[src/design/aih_pkg.sv]
// aih_pkg: shared types, constants and helpers for the archive index hasher
// used by aih_front, aih_queue, aih_back and archive_index_hasher_unit
`default_nettype none

package aih_pkg;

    // header layout
    localparam int unsigned PHASE_W     = 5;
    localparam logic [4:0]  PHASE_NAME0 = 5'd0;
    localparam logic [4:0]  NAME_LEN    = 5'd13;
    localparam logic [4:0]  STORE_LEN   = 5'd12;
    localparam logic [4:0]  PHASE_LEN0  = 5'd13;
    localparam logic [4:0]  PHASE_LEN1  = 5'd14;
    localparam logic [4:0]  PHASE_LEN2  = 5'd15;
    localparam logic [4:0]  PHASE_LEN3  = 5'd16;
    localparam logic [4:0]  PHASE_DATA  = 5'd17;

    // configuration register map
    localparam int unsigned CFG_INDEX_W       = 3;
    localparam int unsigned CFG_DATA_W        = 4;
    localparam logic [2:0]  CFG_HASH_INDEX_0  = 3'd0;
    localparam logic [2:0]  CFG_HASH_INDEX_1  = 3'd1;
    localparam logic [2:0]  CFG_HASH_INDEX_2  = 3'd2;
    localparam logic [2:0]  CFG_HASH_INDEX_3  = 3'd3;

    // reset positions, entry 0 lands in hash bits 31..24
    localparam logic [3:0][3:0] HASH_INDEX_RESET = {4'd7, 4'd6, 4'd1, 4'd0};

    // ascii case folding
    localparam logic [7:0] CHAR_LOWER_A = 8'h61;
    localparam logic [7:0] CHAR_LOWER_Z = 8'h7A;
    localparam logic [7:0] CASE_FLIP    = 8'h20;

    // default depth of the queue between front and back
    localparam int unsigned QUEUE_DEPTH = 4;

    // one classified header or end-of-stream event
    typedef struct packed {
        logic            entry_valid;
        logic            stream_done;
        logic [3:0][7:0] sel_bytes;
        logic [15:0]     name_sum;
        logic [7:0]      name_xor;
        logic [31:0]     entry_offset;
        logic [15:0]     entry_total;
    } event_t;

    // fold a-z to upper case
    function automatic logic [7:0] fold_upper(input logic [7:0] c);
        logic [7:0] r;
        begin
            r = c;
            if (c >= CHAR_LOWER_A && c <= CHAR_LOWER_Z)
            begin
                r = c ^ CASE_FLIP;
            end
            return r;
        end
    endfunction

    // sign-extend a byte to 32 bits
    function automatic logic [31:0] sext8(input logic [7:0] b);
        return {{24{b[7]}}, b};
    endfunction

endpackage

`default_nettype wire

[src/design/aih_front.sv]
// aih_front: byte stream parser, holds the scan state and the hash positions
// depends on aih_pkg; produces one aih_pkg::event_t per header or last byte
`default_nettype none

module aih_front
(
    input  wire logic                                clk,
    input  wire logic                                rst_n,
    // stream input
    input  wire logic                                in_valid,
    output logic                                     in_ready,
    input  wire logic [7:0]                          archive_byte,
    input  wire logic                                last_byte,
    // configuration writes
    input  wire logic                                cfg_valid,
    input  wire logic [aih_pkg::CFG_INDEX_W-1:0]     cfg_index,
    input  wire logic [aih_pkg::CFG_DATA_W-1:0]      cfg_data,
    // event push toward the queue
    output logic                                     ev_push,
    output aih_pkg::event_t                          ev_data,
    input  wire logic                                ev_full
);

    logic [3:0][3:0]                     hash_index_reg;
    logic [aih_pkg::PHASE_W-1:0]         phase_reg, phase_next;
    logic [15:0]                         sum_reg, sum_next;
    logic [7:0]                          xor_reg, xor_next;
    logic                                term_reg, term_next;
    logic [23:0]                         len_reg, len_next;
    logic [31:0]                         remain_reg, remain_next;
    logic [31:0]                         pos_reg, pos_next;
    logic [31:0]                         start_reg, start_next;
    logic [15:0]                         count_reg, count_next;
    logic [3:0][7:0]                     sel_reg, sel_next;
    logic                                accept;
    logic                                header_done;

    assign in_ready = !ev_full;
    assign accept   = in_valid && in_ready;

    // configuration registers
    always_ff @(posedge clk or negedge rst_n)
    begin
        if (!rst_n)
        begin
            hash_index_reg <= aih_pkg::HASH_INDEX_RESET;
        end
        else if (cfg_valid)
        begin
            case (cfg_index)
                aih_pkg::CFG_HASH_INDEX_0: hash_index_reg[0] <= cfg_data;
                aih_pkg::CFG_HASH_INDEX_1: hash_index_reg[1] <= cfg_data;
                aih_pkg::CFG_HASH_INDEX_2: hash_index_reg[2] <= cfg_data;
                aih_pkg::CFG_HASH_INDEX_3: hash_index_reg[3] <= cfg_data;
                default: ;
            endcase
        end
    end

    // scan step for one accepted byte
    always_comb
    begin
        logic        phase0;
        logic [15:0] sum_base;
        logic [7:0]  xor_base;
        logic        term_base;
        logic        term_now;
        logic [7:0]  c;
        logic [31:0] length_full;
        logic [31:0] remain_dec;

        phase0    = (phase_reg == aih_pkg::PHASE_NAME0);
        sum_base  = phase0 ? 16'd0 : sum_reg;
        xor_base  = phase0 ? 8'd0 : xor_reg;
        term_base = phase0 ? 1'b0 : term_reg;
        term_now  = term_base || (archive_byte == 8'd0);
        c         = term_now ? 8'd0 : aih_pkg::fold_upper(archive_byte);
        length_full = {archive_byte, len_reg};
        remain_dec  = remain_reg - {31'd0, (remain_reg != 32'd0)};

        phase_next  = phase_reg;
        sum_next    = sum_reg;
        xor_next    = xor_reg;
        term_next   = term_reg;
        len_next    = len_reg;
        remain_next = remain_reg;
        pos_next    = pos_reg + 32'd1;
        start_next  = phase0 ? pos_reg : start_reg;
        count_next  = count_reg;
        sel_next    = sel_reg;
        header_done = 1'b0;

        if (phase_reg < aih_pkg::NAME_LEN)
        begin
            // name byte: fold, accumulate and capture selected positions
            sum_next   = sum_base + {8'd0, c};
            xor_next   = xor_base ^ c;
            term_next  = term_now;
            phase_next = phase_reg + 5'd1;
            for (int k = 0; k < 4; k++)
            begin
                if (phase0)
                begin
                    sel_next[k] = (hash_index_reg[k] == 4'd0) ? c : 8'd0;
                end
                else if (phase_reg < aih_pkg::STORE_LEN
                         && {1'b0, hash_index_reg[k]} == phase_reg)
                begin
                    sel_next[k] = c;
                end
            end
        end
        else if (phase_reg < aih_pkg::PHASE_DATA)
        begin
            // length byte, little endian
            phase_next = phase_reg + 5'd1;
            case (phase_reg)
                aih_pkg::PHASE_LEN0: len_next[7:0]   = archive_byte;
                aih_pkg::PHASE_LEN1: len_next[15:8]  = archive_byte;
                aih_pkg::PHASE_LEN2: len_next[23:16] = archive_byte;
                aih_pkg::PHASE_LEN3:
                begin
                    header_done = 1'b1;
                    count_next  = count_reg + 16'd1;
                    remain_next = length_full;
                    phase_next  = (length_full == 32'd0) ? aih_pkg::PHASE_NAME0
                                                         : aih_pkg::PHASE_DATA;
                end
                default: ;
            endcase
        end
        else
        begin
            // data byte, skipped
            remain_next = remain_dec;
            if (remain_dec == 32'd0)
            begin
                phase_next = aih_pkg::PHASE_NAME0;
            end
        end

        // end of archive returns the scan to its start
        if (last_byte)
        begin
            phase_next  = aih_pkg::PHASE_NAME0;
            sum_next    = 16'd0;
            xor_next    = 8'd0;
            term_next   = 1'b0;
            len_next    = 24'd0;
            remain_next = 32'd0;
            pos_next    = 32'd0;
            start_next  = 32'd0;
            count_next  = 16'd0;
        end
    end

    // scan state
    always_ff @(posedge clk or negedge rst_n)
    begin
        if (!rst_n)
        begin
            phase_reg  <= aih_pkg::PHASE_NAME0;
            sum_reg    <= 16'd0;
            xor_reg    <= 8'd0;
            term_reg   <= 1'b0;
            len_reg    <= 24'd0;
            remain_reg <= 32'd0;
            pos_reg    <= 32'd0;
            start_reg  <= 32'd0;
            count_reg  <= 16'd0;
        end
        else if (accept)
        begin
            phase_reg  <= phase_next;
            sum_reg    <= sum_next;
            xor_reg    <= xor_next;
            term_reg   <= term_next;
            len_reg    <= len_next;
            remain_reg <= remain_next;
            pos_reg    <= pos_next;
            start_reg  <= start_next;
            count_reg  <= count_next;
        end
    end

    // selected name bytes
    always_ff @(posedge clk)
    begin
        if (accept)
        begin
            sel_reg <= sel_next;
        end
    end

    // event toward the back end
    always_comb
    begin
        ev_push              = accept && (header_done || last_byte);
        ev_data.entry_valid  = header_done;
        ev_data.stream_done  = last_byte;
        ev_data.sel_bytes    = header_done ? sel_reg : '0;
        ev_data.name_sum     = header_done ? sum_reg : 16'd0;
        ev_data.name_xor     = header_done ? xor_reg : 8'd0;
        ev_data.entry_offset = header_done ? start_reg : 32'd0;
        ev_data.entry_total  = header_done ? count_reg + 16'd1 : count_reg;
    end

endmodule

`default_nettype wire

[src/design/aih_queue.sv]
// aih_queue: small register queue of events between front and back
// depends on aih_pkg for the event type
`default_nettype none

module aih_queue
#(
    parameter int unsigned Depth = aih_pkg::QUEUE_DEPTH
)
(
    input  wire logic            clk,
    input  wire logic            rst_n,
    input  wire logic            push,
    input  wire aih_pkg::event_t push_data,
    output logic                 full,
    output logic                 pop_valid,
    input  wire logic            pop,
    output aih_pkg::event_t      pop_data
);

    localparam int unsigned PTR_W = (Depth > 1) ? $clog2(Depth) : 1;
    localparam int unsigned CNT_W = $clog2(Depth + 1);
    localparam logic [PTR_W-1:0] PTR_LAST = PTR_W'(Depth - 1);
    localparam logic [CNT_W-1:0] CNT_FULL = CNT_W'(Depth);

    aih_pkg::event_t      slot_reg [Depth];
    logic [PTR_W-1:0]     wr_ptr_reg, wr_ptr_next;
    logic [PTR_W-1:0]     rd_ptr_reg, rd_ptr_next;
    logic [CNT_W-1:0]     cnt_reg, cnt_next;
    logic                 do_push, do_pop;

    assign full      = (cnt_reg == CNT_FULL);
    assign pop_valid = (cnt_reg != '0);
    assign pop_data  = slot_reg[rd_ptr_reg];
    assign do_push   = push && !full;
    assign do_pop    = pop && pop_valid;

    // pointer and fill count
    always_comb
    begin
        wr_ptr_next = wr_ptr_reg;
        rd_ptr_next = rd_ptr_reg;
        cnt_next    = cnt_reg;
        if (do_push)
        begin
            wr_ptr_next = (wr_ptr_reg == PTR_LAST) ? '0 : wr_ptr_reg + 1'b1;
        end
        if (do_pop)
        begin
            rd_ptr_next = (rd_ptr_reg == PTR_LAST) ? '0 : rd_ptr_reg + 1'b1;
        end
        if (do_push && !do_pop)
        begin
            cnt_next = cnt_reg + 1'b1;
        end
        else if (do_pop && !do_push)
        begin
            cnt_next = cnt_reg - 1'b1;
        end
    end

    always_ff @(posedge clk or negedge rst_n)
    begin
        if (!rst_n)
        begin
            wr_ptr_reg <= '0;
            rd_ptr_reg <= '0;
            cnt_reg    <= '0;
        end
        else
        begin
            wr_ptr_reg <= wr_ptr_next;
            rd_ptr_reg <= rd_ptr_next;
            cnt_reg    <= cnt_next;
        end
    end

    // slot storage
    always_ff @(posedge clk)
    begin
        if (do_push)
        begin
            slot_reg[wr_ptr_reg] <= push_data;
        end
    end

endmodule

`default_nettype wire

[src/design/aih_back.sv]
// aih_back: two-stage hash unit, multiply stage then add into the output register
// depends on aih_pkg for the event type and sign extension
`default_nettype none

module aih_back
(
    input  wire logic            clk,
    input  wire logic            rst_n,
    // event from the queue
    input  wire logic            ev_valid,
    output logic                 ev_pop,
    input  wire aih_pkg::event_t ev_data,
    // result output
    output logic                 out_valid,
    input  wire logic            out_ready,
    output logic                 entry_valid,
    output logic [31:0]          name_hash,
    output logic [31:0]          entry_offset,
    output logic                 stream_done,
    output logic [15:0]          entry_total
);

    logic         s1_valid_reg;
    logic         s1_entry_reg;
    logic         s1_done_reg;
    logic [31:0]  s1_offset_reg;
    logic [15:0]  s1_total_reg;
    logic [31:0]  s1_base_reg, s1_base_next;
    logic [15:0]  s1_prod_reg;
    logic [23:0]  prod_full;
    logic         out_valid_reg;
    logic         out_entry_reg;
    logic         out_done_reg;
    logic [31:0]  out_hash_reg;
    logic [31:0]  out_offset_reg;
    logic [15:0]  out_total_reg;
    logic         s1_load, s2_load;

    assign s2_load = !out_valid_reg || out_ready;
    assign s1_load = !s1_valid_reg || s2_load;
    assign ev_pop  = ev_valid && s1_load;

    // byte shift-in and sum times xor
    assign prod_full = {8'd0, ev_data.name_sum} * {16'd0, ev_data.name_xor};
    assign s1_base_next = (aih_pkg::sext8(ev_data.sel_bytes[0]) << 24)
                        + (aih_pkg::sext8(ev_data.sel_bytes[1]) << 16)
                        + (aih_pkg::sext8(ev_data.sel_bytes[2]) << 8)
                        + aih_pkg::sext8(ev_data.sel_bytes[3]);

    // stage one
    always_ff @(posedge clk or negedge rst_n)
    begin
        if (!rst_n)
        begin
            s1_valid_reg <= 1'b0;
        end
        else if (s1_load)
        begin
            s1_valid_reg <= ev_valid;
        end
    end

    always_ff @(posedge clk)
    begin
        if (ev_pop)
        begin
            s1_entry_reg  <= ev_data.entry_valid;
            s1_done_reg   <= ev_data.stream_done;
            s1_offset_reg <= ev_data.entry_offset;
            s1_total_reg  <= ev_data.entry_total;
            s1_base_reg   <= s1_base_next;
            s1_prod_reg   <= prod_full[15:0];
        end
    end

    // output register
    always_ff @(posedge clk or negedge rst_n)
    begin
        if (!rst_n)
        begin
            out_valid_reg <= 1'b0;
        end
        else if (s2_load)
        begin
            out_valid_reg <= s1_valid_reg;
        end
    end

    always_ff @(posedge clk)
    begin
        if (s2_load && s1_valid_reg)
        begin
            out_entry_reg  <= s1_entry_reg;
            out_done_reg   <= s1_done_reg;
            out_offset_reg <= s1_offset_reg;
            out_total_reg  <= s1_total_reg;
            out_hash_reg   <= s1_base_reg + {{16{s1_prod_reg[15]}}, s1_prod_reg};
        end
    end

    assign out_valid    = out_valid_reg;
    assign entry_valid  = out_entry_reg;
    assign name_hash    = out_hash_reg;
    assign entry_offset = out_offset_reg;
    assign stream_done  = out_done_reg;
    assign entry_total  = out_total_reg;

endmodule

`default_nettype wire

[src/design/archive_index_hasher_unit.sv]
// archive_index_hasher_unit: top level, front parser, event queue and hash unit
// depends on aih_pkg, aih_front, aih_queue and aih_back
//
// usage
//   in channel: one archive byte per transfer, last_byte marks the end of the archive.
//   out channel: one transfer per completed 17-byte entry header and one for the last
//   byte (stream_done set, entry_valid set too if that byte closed a header).
//   bytes that close nothing produce no transfer.
//   cfg channel: cfg_index 0..3 writes hash_index_0..3, other indices are ignored;
//   cfg_ready is always high, write only while the block is idle.
// timing
//   one byte per cycle sustained; the parser accepts whenever the event queue has room.
//   a result is registered in the event queue, stage one and the output register, in that order.
//   the hash is built in two stages: 16x8 multiply of sum and xor, then a 32-bit add.
// reset
//   clears the scan state, offsets, entry count, queue fill and stage valids, and loads hash positions 0, 1, 6, 7.
// stalls
//   when out_ready is low the output register and hash stage hold; the queue keeps
//   taking events, and in_ready drops once it is full.
`default_nettype none

module archive_index_hasher_unit
#(
    parameter int unsigned QueueDepth = aih_pkg::QUEUE_DEPTH
)
(
    input  wire logic                                clk,
    input  wire logic                                rst_n,
    input  wire logic                                in_valid,
    output logic                                     in_ready,
    input  wire logic [7:0]                          archive_byte,
    input  wire logic                                last_byte,
    output logic                                     out_valid,
    input  wire logic                                out_ready,
    output logic                                     entry_valid,
    output logic [31:0]                              name_hash,
    output logic [31:0]                              entry_offset,
    output logic                                     stream_done,
    output logic [15:0]                              entry_total,
    input  wire logic                                cfg_valid,
    output logic                                     cfg_ready,
    input  wire logic [aih_pkg::CFG_INDEX_W-1:0]     cfg_index,
    input  wire logic [aih_pkg::CFG_DATA_W-1:0]      cfg_data
);

    aih_pkg::event_t  push_ev;
    aih_pkg::event_t  pop_ev;
    logic             push;
    logic             q_full;
    logic             q_valid;
    logic             q_pop;

    assign cfg_ready = 1'b1;

    // parser and classifier
    aih_front u_front
    (
        .clk          (clk),
        .rst_n        (rst_n),
        .in_valid     (in_valid),
        .in_ready     (in_ready),
        .archive_byte (archive_byte),
        .last_byte    (last_byte),
        .cfg_valid    (cfg_valid),
        .cfg_index    (cfg_index),
        .cfg_data     (cfg_data),
        .ev_push      (push),
        .ev_data      (push_ev),
        .ev_full      (q_full)
    );

    // decoupling queue
    aih_queue #(
        .Depth (QueueDepth)
    ) u_queue
    (
        .clk       (clk),
        .rst_n     (rst_n),
        .push      (push),
        .push_data (push_ev),
        .full      (q_full),
        .pop_valid (q_valid),
        .pop       (q_pop),
        .pop_data  (pop_ev)
    );

    // hash unit and output register
    aih_back u_back
    (
        .clk          (clk),
        .rst_n        (rst_n),
        .ev_valid     (q_valid),
        .ev_pop       (q_pop),
        .ev_data      (pop_ev),
        .out_valid    (out_valid),
        .out_ready    (out_ready),
        .entry_valid  (entry_valid),
        .name_hash    (name_hash),
        .entry_offset (entry_offset),
        .stream_done  (stream_done),
        .entry_total  (entry_total)
    );

endmodule

`default_nettype wire
[config.mk]
export PLATFORM = sky130hd
export DESIGN_NAME = archive_index_hasher_unit
export DESIGN_NICKNAME = d
export VERILOG_FILES = /design/src/design/aih_pkg.sv /design/src/design/aih_front.sv /design/src/design/aih_queue.sv /design/src/design/aih_back.sv /design/src/design/archive_index_hasher_unit.sv
export SDC_FILE = /design/constraint.sdc
export NUM_CORES = 1
export LEC_CHECK = 0
export ABC_AREA = 1
export BUFFER_PORTS_ARGS = -buffer_cell sky130_fd_sc_hd__buf_2
export CORE_MARGIN = 5
export CORE_UTILIZATION = 60
export CTS_CLUSTER_SIZE = 10
export DETAILED_ROUTE_END_ITERATION = 10
export PLACE_DENSITY = 0.77
export SYNTH_ARGS = -nofsm -noshare
export SYNTH_HDL_FRONTEND = slang
export SYNTH_HIERARCHICAL = 1
export SYNTH_SLANG_ARGS = --single-unit
[constraint.sdc]
create_clock -name clk -period 7.6 [get_ports clk]
set_input_delay 0.38 -clock clk [delete_from_list [all_inputs] [get_ports clk]]
set_output_delay 0.38 -clock clk [all_outputs]
set_load 0.01 [all_outputs]
# ---- Word-level counts from Yosys, hierarchy flattened
# Memories as Yosys holds them, arrays and structs flattened.
# Cells that the tools add are included.
dict set report totals {
  elab_cells 195
  memories 1
  register_bits 403
  mem_bits_rw 424
  input_bits 21
  out_inout_bits 85
}
# name words width rd rd_clocked_by_memory_dff write_ports line
set memory_table {}
lappend memory_table {u_queue.slot_reg 4 106 1 0 1 aih_queue.sv:25} ;# aih_pkg::event_t slot_reg [Depth];
dict set report op_classes {
  n_eq_ne 16
  magnitude_cmp 5
  bitwise 2
  n_reduce_logical 62
  n_mul 1
  n_mux 60
  add_sub_neg 13
}
# op count
set op_table {}
lappend op_table {{2-to-1 mux 32 bit} 9}
lappend op_table {{2-to-1 mux 8 bit} 20}
lappend op_table {{2-to-1 mux 16 bit} 9}
lappend op_table {{adder 32 bit} 4}
lappend op_table {{2-to-1 mux 24 bit} 3}
lappend op_table {{logical NOT 32 bit} 2}
lappend op_table {{adder 32 x 1 -> 32 bit, second input constant} 1}
lappend op_table {{nonzero test 32 bit} 1}
lappend op_table {{subtractor 32 x 1 -> 32 bit} 1}
lappend op_table {{2-to-1 mux 5 bit} 6}
lappend op_table {{nonzero test 2 bit} 12}
lappend op_table {{equality test 4 x 5 -> 1 bit} 4}
lappend op_table {{adder 16 x 1 -> 16 bit, second input constant} 1}
lappend op_table {{adder 16 x 8 -> 16 bit} 1}
lappend op_table {{logical NOT 4 bit} 4}
lappend op_table {{multiplier 16 x 8 -> 16 bit} 1}
lappend op_table {{AND reduction 4 bit} 4}
lappend op_table {{equality test 5 x 4 -> 1 bit, second input constant} 3}
lappend op_table {{AND reduction 3 bit} 5}
lappend op_table {{AND reduction 2 bit} 7}
lappend op_table {{logical AND 1 bit} 13}
lappend op_table {{less-than comparator 5 x 4 -> 1 bit, second input constant} 2}
lappend op_table {{>= comparator 8 x 7 -> 1 bit, second input constant} 1}
lappend op_table {{less-or-equal comparator 8 x 7 -> 1 bit, second input constant} 1}
lappend op_table {{other kinds (25)} 44}

# ---- Depth between registers and ports, before layout
dict set report depth {
  depth_word 11
  mapped_depth 27
  ltp_nobuf 24
}

# ---- By module
# The synthesis kept the hierarchy.
# module cells_each n_inst area_each_um2
set modules_own_cells {}
lappend modules_own_cells {aih_queue 1296 1 17128.9}
lappend modules_own_cells {aih_back 1408 1 12933.7}
lappend modules_own_cells {aih_front 1637 1 12279.3}
lappend modules_own_cells {archive_index_hasher_unit 2 1 11.3}

# ---- Worst setup path after synthesis
# OpenSTA, ideal clock, no wires.
dict set report synth_path {
  kind {register -> register}
  start {reg u_front/phase_reg[1] in the netlist's numbering}
  end {mem u_queue/slot_reg[0][0] in the netlist's numbering, enable pin}
  slack_ns 0.729
  arrival_ns 6.299
  stages_incl_launch_ff 11
  path_buffers 2
  period_less_slack_ns 6.871
  required_time_ns 7.028
  setup_time_ns 0.572
  cell_sequence {dfrtp_1 > buf_2 > inv_1 > ha_1 > nand3_1 > nor2_1 > o21ai_1 > inv_1 > clkbuf_1 > nand2_1 > nor2_1}
}
dict set report synth_via {
  elab_chain_len 9
  elab_cells_between_ends 11
  classes_between {2 x order compare; 1 x eq/ne; 5 x mux; 3 x reduce/logical}
}
# item line
set synth_rtl {}
lappend synth_rtl {{start: declaration} aih_front.sv:25} ;# logic [aih_pkg::PHASE_W-1:0] phase_reg, phase_next;
lappend synth_rtl {{start signal: assignment} aih_front.sv:162} ;# phase_reg <= aih_pkg::PHASE_NAME0;
lappend synth_rtl {{start signal: assignment} aih_front.sv:174} ;# phase_reg <= phase_next;
lappend synth_rtl {{branches (longest 3 deep; another with less-than comparator 5 bit)} -}
lappend synth_rtl {{2-to-1 mux 1 bit *} aih_front.sv:93} ;# if (phase_reg < aih_pkg::NAME_LEN)
lappend synth_rtl {{logical OR 1 bit *} aih_front.sv:198} ;# ev_push = accept && (header_done || last_byte);
lappend synth_rtl {{logical AND 1 bit *} aih_front.sv:198}
lappend synth_rtl {{via push} archive_index_hasher_unit.sv:48} ;# logic push;
lappend synth_rtl {{logical AND 1 bit *} aih_queue.sv:34} ;# assign do_push = push && !full;
lappend synth_rtl {{2-to-1 mux 1 bit *} aih_queue.sv:80} ;# if (do_push)
lappend synth_rtl {{2-to-1 mux 1 bit (not written as such) *} aih_queue.sv:82} ;# slot_reg[wr_ptr_reg] <= push_data;
lappend synth_rtl {{end: declaration} aih_queue.sv:25}
# Mark *: on every way through the listed nets, which the timed path passes.

==> results.md <==
- XOR/XNOR Fraction of Synth Area: roughly 1.8%
- FP Rows: just under 100
- Mapped Area: 42400 sq um
- Post-synthesis compound-gate area fraction: 8.89%
- Slew Limit Fails: 0
- Setup CP Type: flip-flop to flip-flop
- CP endpoint kind: flip-flop
- Effective utilization at floorplan: 60.5%
- Residual DRC: 0
- Status: completed
- Max Freq: 172 MHz
- Worst setup SP type: flip-flop
- Largest net degree at the start of global routing: 222
- Mux contribution to synthesized area: 0%
- Postcts setup bufs: 0
- Vias in the first global route: 29.4k
- Syn Inst Count: 4343
- Slew headroom: roughly 27%
- Synth-to-Final Area Change: 9.85%
- Register Area: 23900 sq um
- Worst slew pin tran: 1.09 ns
- DR vias: 30.0k
- Crit path max-delay cell type: dfrtp_4
- FF+latch count, synth: 827
- CP Buf/Inv Count: 7
- Share of cells above drive strength 1: 7.47%
- Primary FF master, synth: edfxtp_1
- Post-Synth Simple-Gate Area: between 10% and 20%
- Fin. Hold Viols: 0
- Final min period: ~5.8 ns
- Die Ht: 276 um
- Hold_buf cts: 1
- Max reg flops: 424
- Synth async-reset ratio: 23.1%
- Clock slew at reported path FFs: 0.06 ns
- Multi-input logic area: 14800 sq um
- DRT iter0 DRCs: 2820
- Post_cts resized: 0
- Critical path's top delay family: adder cells
- Synth Area in Adders: 7.67%
- Crit path from: u_queue/rd_ptr_reg[1]
- Vias/cell: roughly 5.5
- CTS tree: done
- TritonRoute pass-1 iters: 6
- Largest family of logic cells by synthesized area: simple AND/OR/NAND/NOR gates
- Cell breakdown of the critical path: inv_4 -> o211ai_1 -> nand2_1 -> nand2_1 -> inv_1 -> fa_1 -> inv_1 -> fa_1 -> inv_1 -> fa_1 -> inv_1 -> fa_1 -> inv_1 -> ha_1 -> nand2_1 -> inv_1 -> a21boi_0 -> nand3_1 -> nand3_1 -> nand2_1
- Critical Path RT: 7.97 ns
- Commonest non-fill, non-tap cell in the layout: nand2_1
- First-pass GRT wire length: 152 mm
- Final WL: 94.0 mm
- Die area: 76000 sq um
- Distinct cells, synth: 54
- Fillers: 5272
- Most frequent cells in the layout: 1034 x nand2_1, 776 x inv_1, 636 x edfxtp_1
- Clk buf depth: 3
- Final ANT Viol Nets: 0
- Max stage delay on crit path: 0.92 ns
- Root Buffer: clkbuf_16
- Post-Route Utilization: about two thirds
- Global route total overflow: 0
- IO buf count: 104
- Unrepaired setup endpoints after global routing: false
- Worst-skew pair later-pin latency: ~0.66 ns
- Worst hold path type: input port to flip-flop
- Max-Cap Viols: 0
- Hold Startpoint: out_ready
- Crit path top cell by count: inv_1
- H-Tree Depth: 3
- Post-synth EDFFs: 636
- Crit path max fanout: 55
- # IOs: 106
- Wire per inst: 17.3 um
- Core area: 70000 sq um
- # setup viols final: 0
- Syn avg cell area: 9.75 sq um
- Syn nets: 4572
- FF-to-FF Start: u_queue/rd_ptr_reg[1]
- Final nets: between 4k and 5k
- Final period util: approximately three quarters
- Die X: 276 um
- CTS sink count: 827
- Dpl hpwl: 63.6 mm
- Global placer's final weighted congestion: 0.927
- Initial antenna violation count: 1
- Setup TNS: 0 ns
- Gr usage total: 24.9%
- Register area share after synthesis: 56.4%
- Worst path arrival time: 6.18 ns
- Max Clock Skew: 0.0549 ns
- Syn. warnings: 6
- Hold slack: between 0.05 and 0.06 ns
- CTS Buf Count: 95
## through the flow
stage	std cells	worst slack [ns]	instance area [sq um]
after floorplan	4343	0.729	42400
after global placement	5267	1.94	43600
after detailed placement	5267	1.87	43600
after CTS	5441	1.82	46500
after global routing	5442	1.44	46500
final	5443	1.79	46500
## area by class of cell
| type | instances | share of cell area (%) |
|---|---|---|
| antenna | 2 | 0.0108 |
| clock buffer | 162 | 5.71 |
| clock inverter | 11 | 0.489 |
| inverter | 787 | 6.36 |
| multi-input combinational | 2583 | 31.9 |
| sequential | 827 | 51.4 |
| tap | 940 | 2.53 |
| timing repair buffer | 131 | 1.63 |
## per-layer routing
layer / wire length [um] / vias to the layer above / track usage (%)
li1: - / 14448 / -
met1: 39300 / 14252 / 33.8
met2: 46000 / 1068 / 42.1
met3: 5820 / 184 / 3.22
met4: 2960 / 0 / 8.45
met5: 0 / - / 0
## worst register-to-register path, stage by stage, from the launching register on
cell and delay, ns:
dfrtp_4 0.92, inv_4 0.50, o211ai_1 0.24, nand2_1 0.32
nand2_1 0.18, inv_1 0.07, fa_1 0.54, inv_1 0.05
fa_1 0.47, inv_1 0.05, fa_1 0.54, inv_1 0.06
fa_1 0.53, inv_1 0.04, ha_1 0.35, nand2_1 0.11
inv_1 0.04, a21boi_0 0.21, nand3_1 0.14, nand3_1 0.10
nand2_1 0.05
## final timing paths
kind / slack, ns / cells after the start / endpoint
max: 1.79 / 20 / u_back/s1_prod_reg[15]
min: 0.05 / 4 / u_back/out_valid
max reg2reg: 1.79 / 20 / u_back/s1_prod_reg[15]
min reg2reg: 0.42 / 0 / u_back/entry_offset[2]
max in group asynchronous: 5.99 / 3 / u_front/start_reg[14]
min in group asynchronous: 0.30 / 2 / u_front/remain_reg[22]
## logic make-up after synthesis
logic type                 Yosys count
AOI/OAI and AO/OA                  607
xor gates and xnor gates            86
and+or+nand+nor                   1681
DFF                                827
adders and majority gates          208
buffers and inverters              933
other                                1
## Yosys cell counts, types with 5 or more instances
library cell / n / area share, %
nor2_1: 326 / 2.9
nand2_1: 1034 / 9.2
buf_1: 6 / 0.053
dfstp_2: 6 / 0.37
nand4_1: 39 / 0.58
nand2_2: 13 / 0.19
nor2_2: 26 / 0.38
clkbuf_1: 46 / 0.41
fa_1: 86 / 4.1
nand3_1: 156 / 1.8
o211ai_1: 215 / 3.8
nor3_1: 35 / 0.41
o22ai_1: 57 / 0.84
o21ai_1: 10 / 0.12
buf_4: 12 / 0.21
xor2_1: 69 / 1.4
edfxtp_1: 636 / 45
a31oi_1: 5 / 0.074
xnor2_1: 17 / 0.35
nor4_1: 19 / 0.28
inv_1: 778 / 6.9
nor2_4: 5 / 0.13
ha_1: 122 / 3.6
nand3_2: 8 / 0.19
o32ai_1: 7 / 0.14
inv_2: 9 / 0.080
dfrtp_1: 185 / 11
o21bai_1: 8 / 0.14
o21ai_0: 177 / 2.1
a21oi_1: 108 / 1.3
buf_2: 78 / 0.92
Power is left out: the tool's default activity adds up to more than one toggle a clock period on the data nets, which glitch-free logic cannot reach.
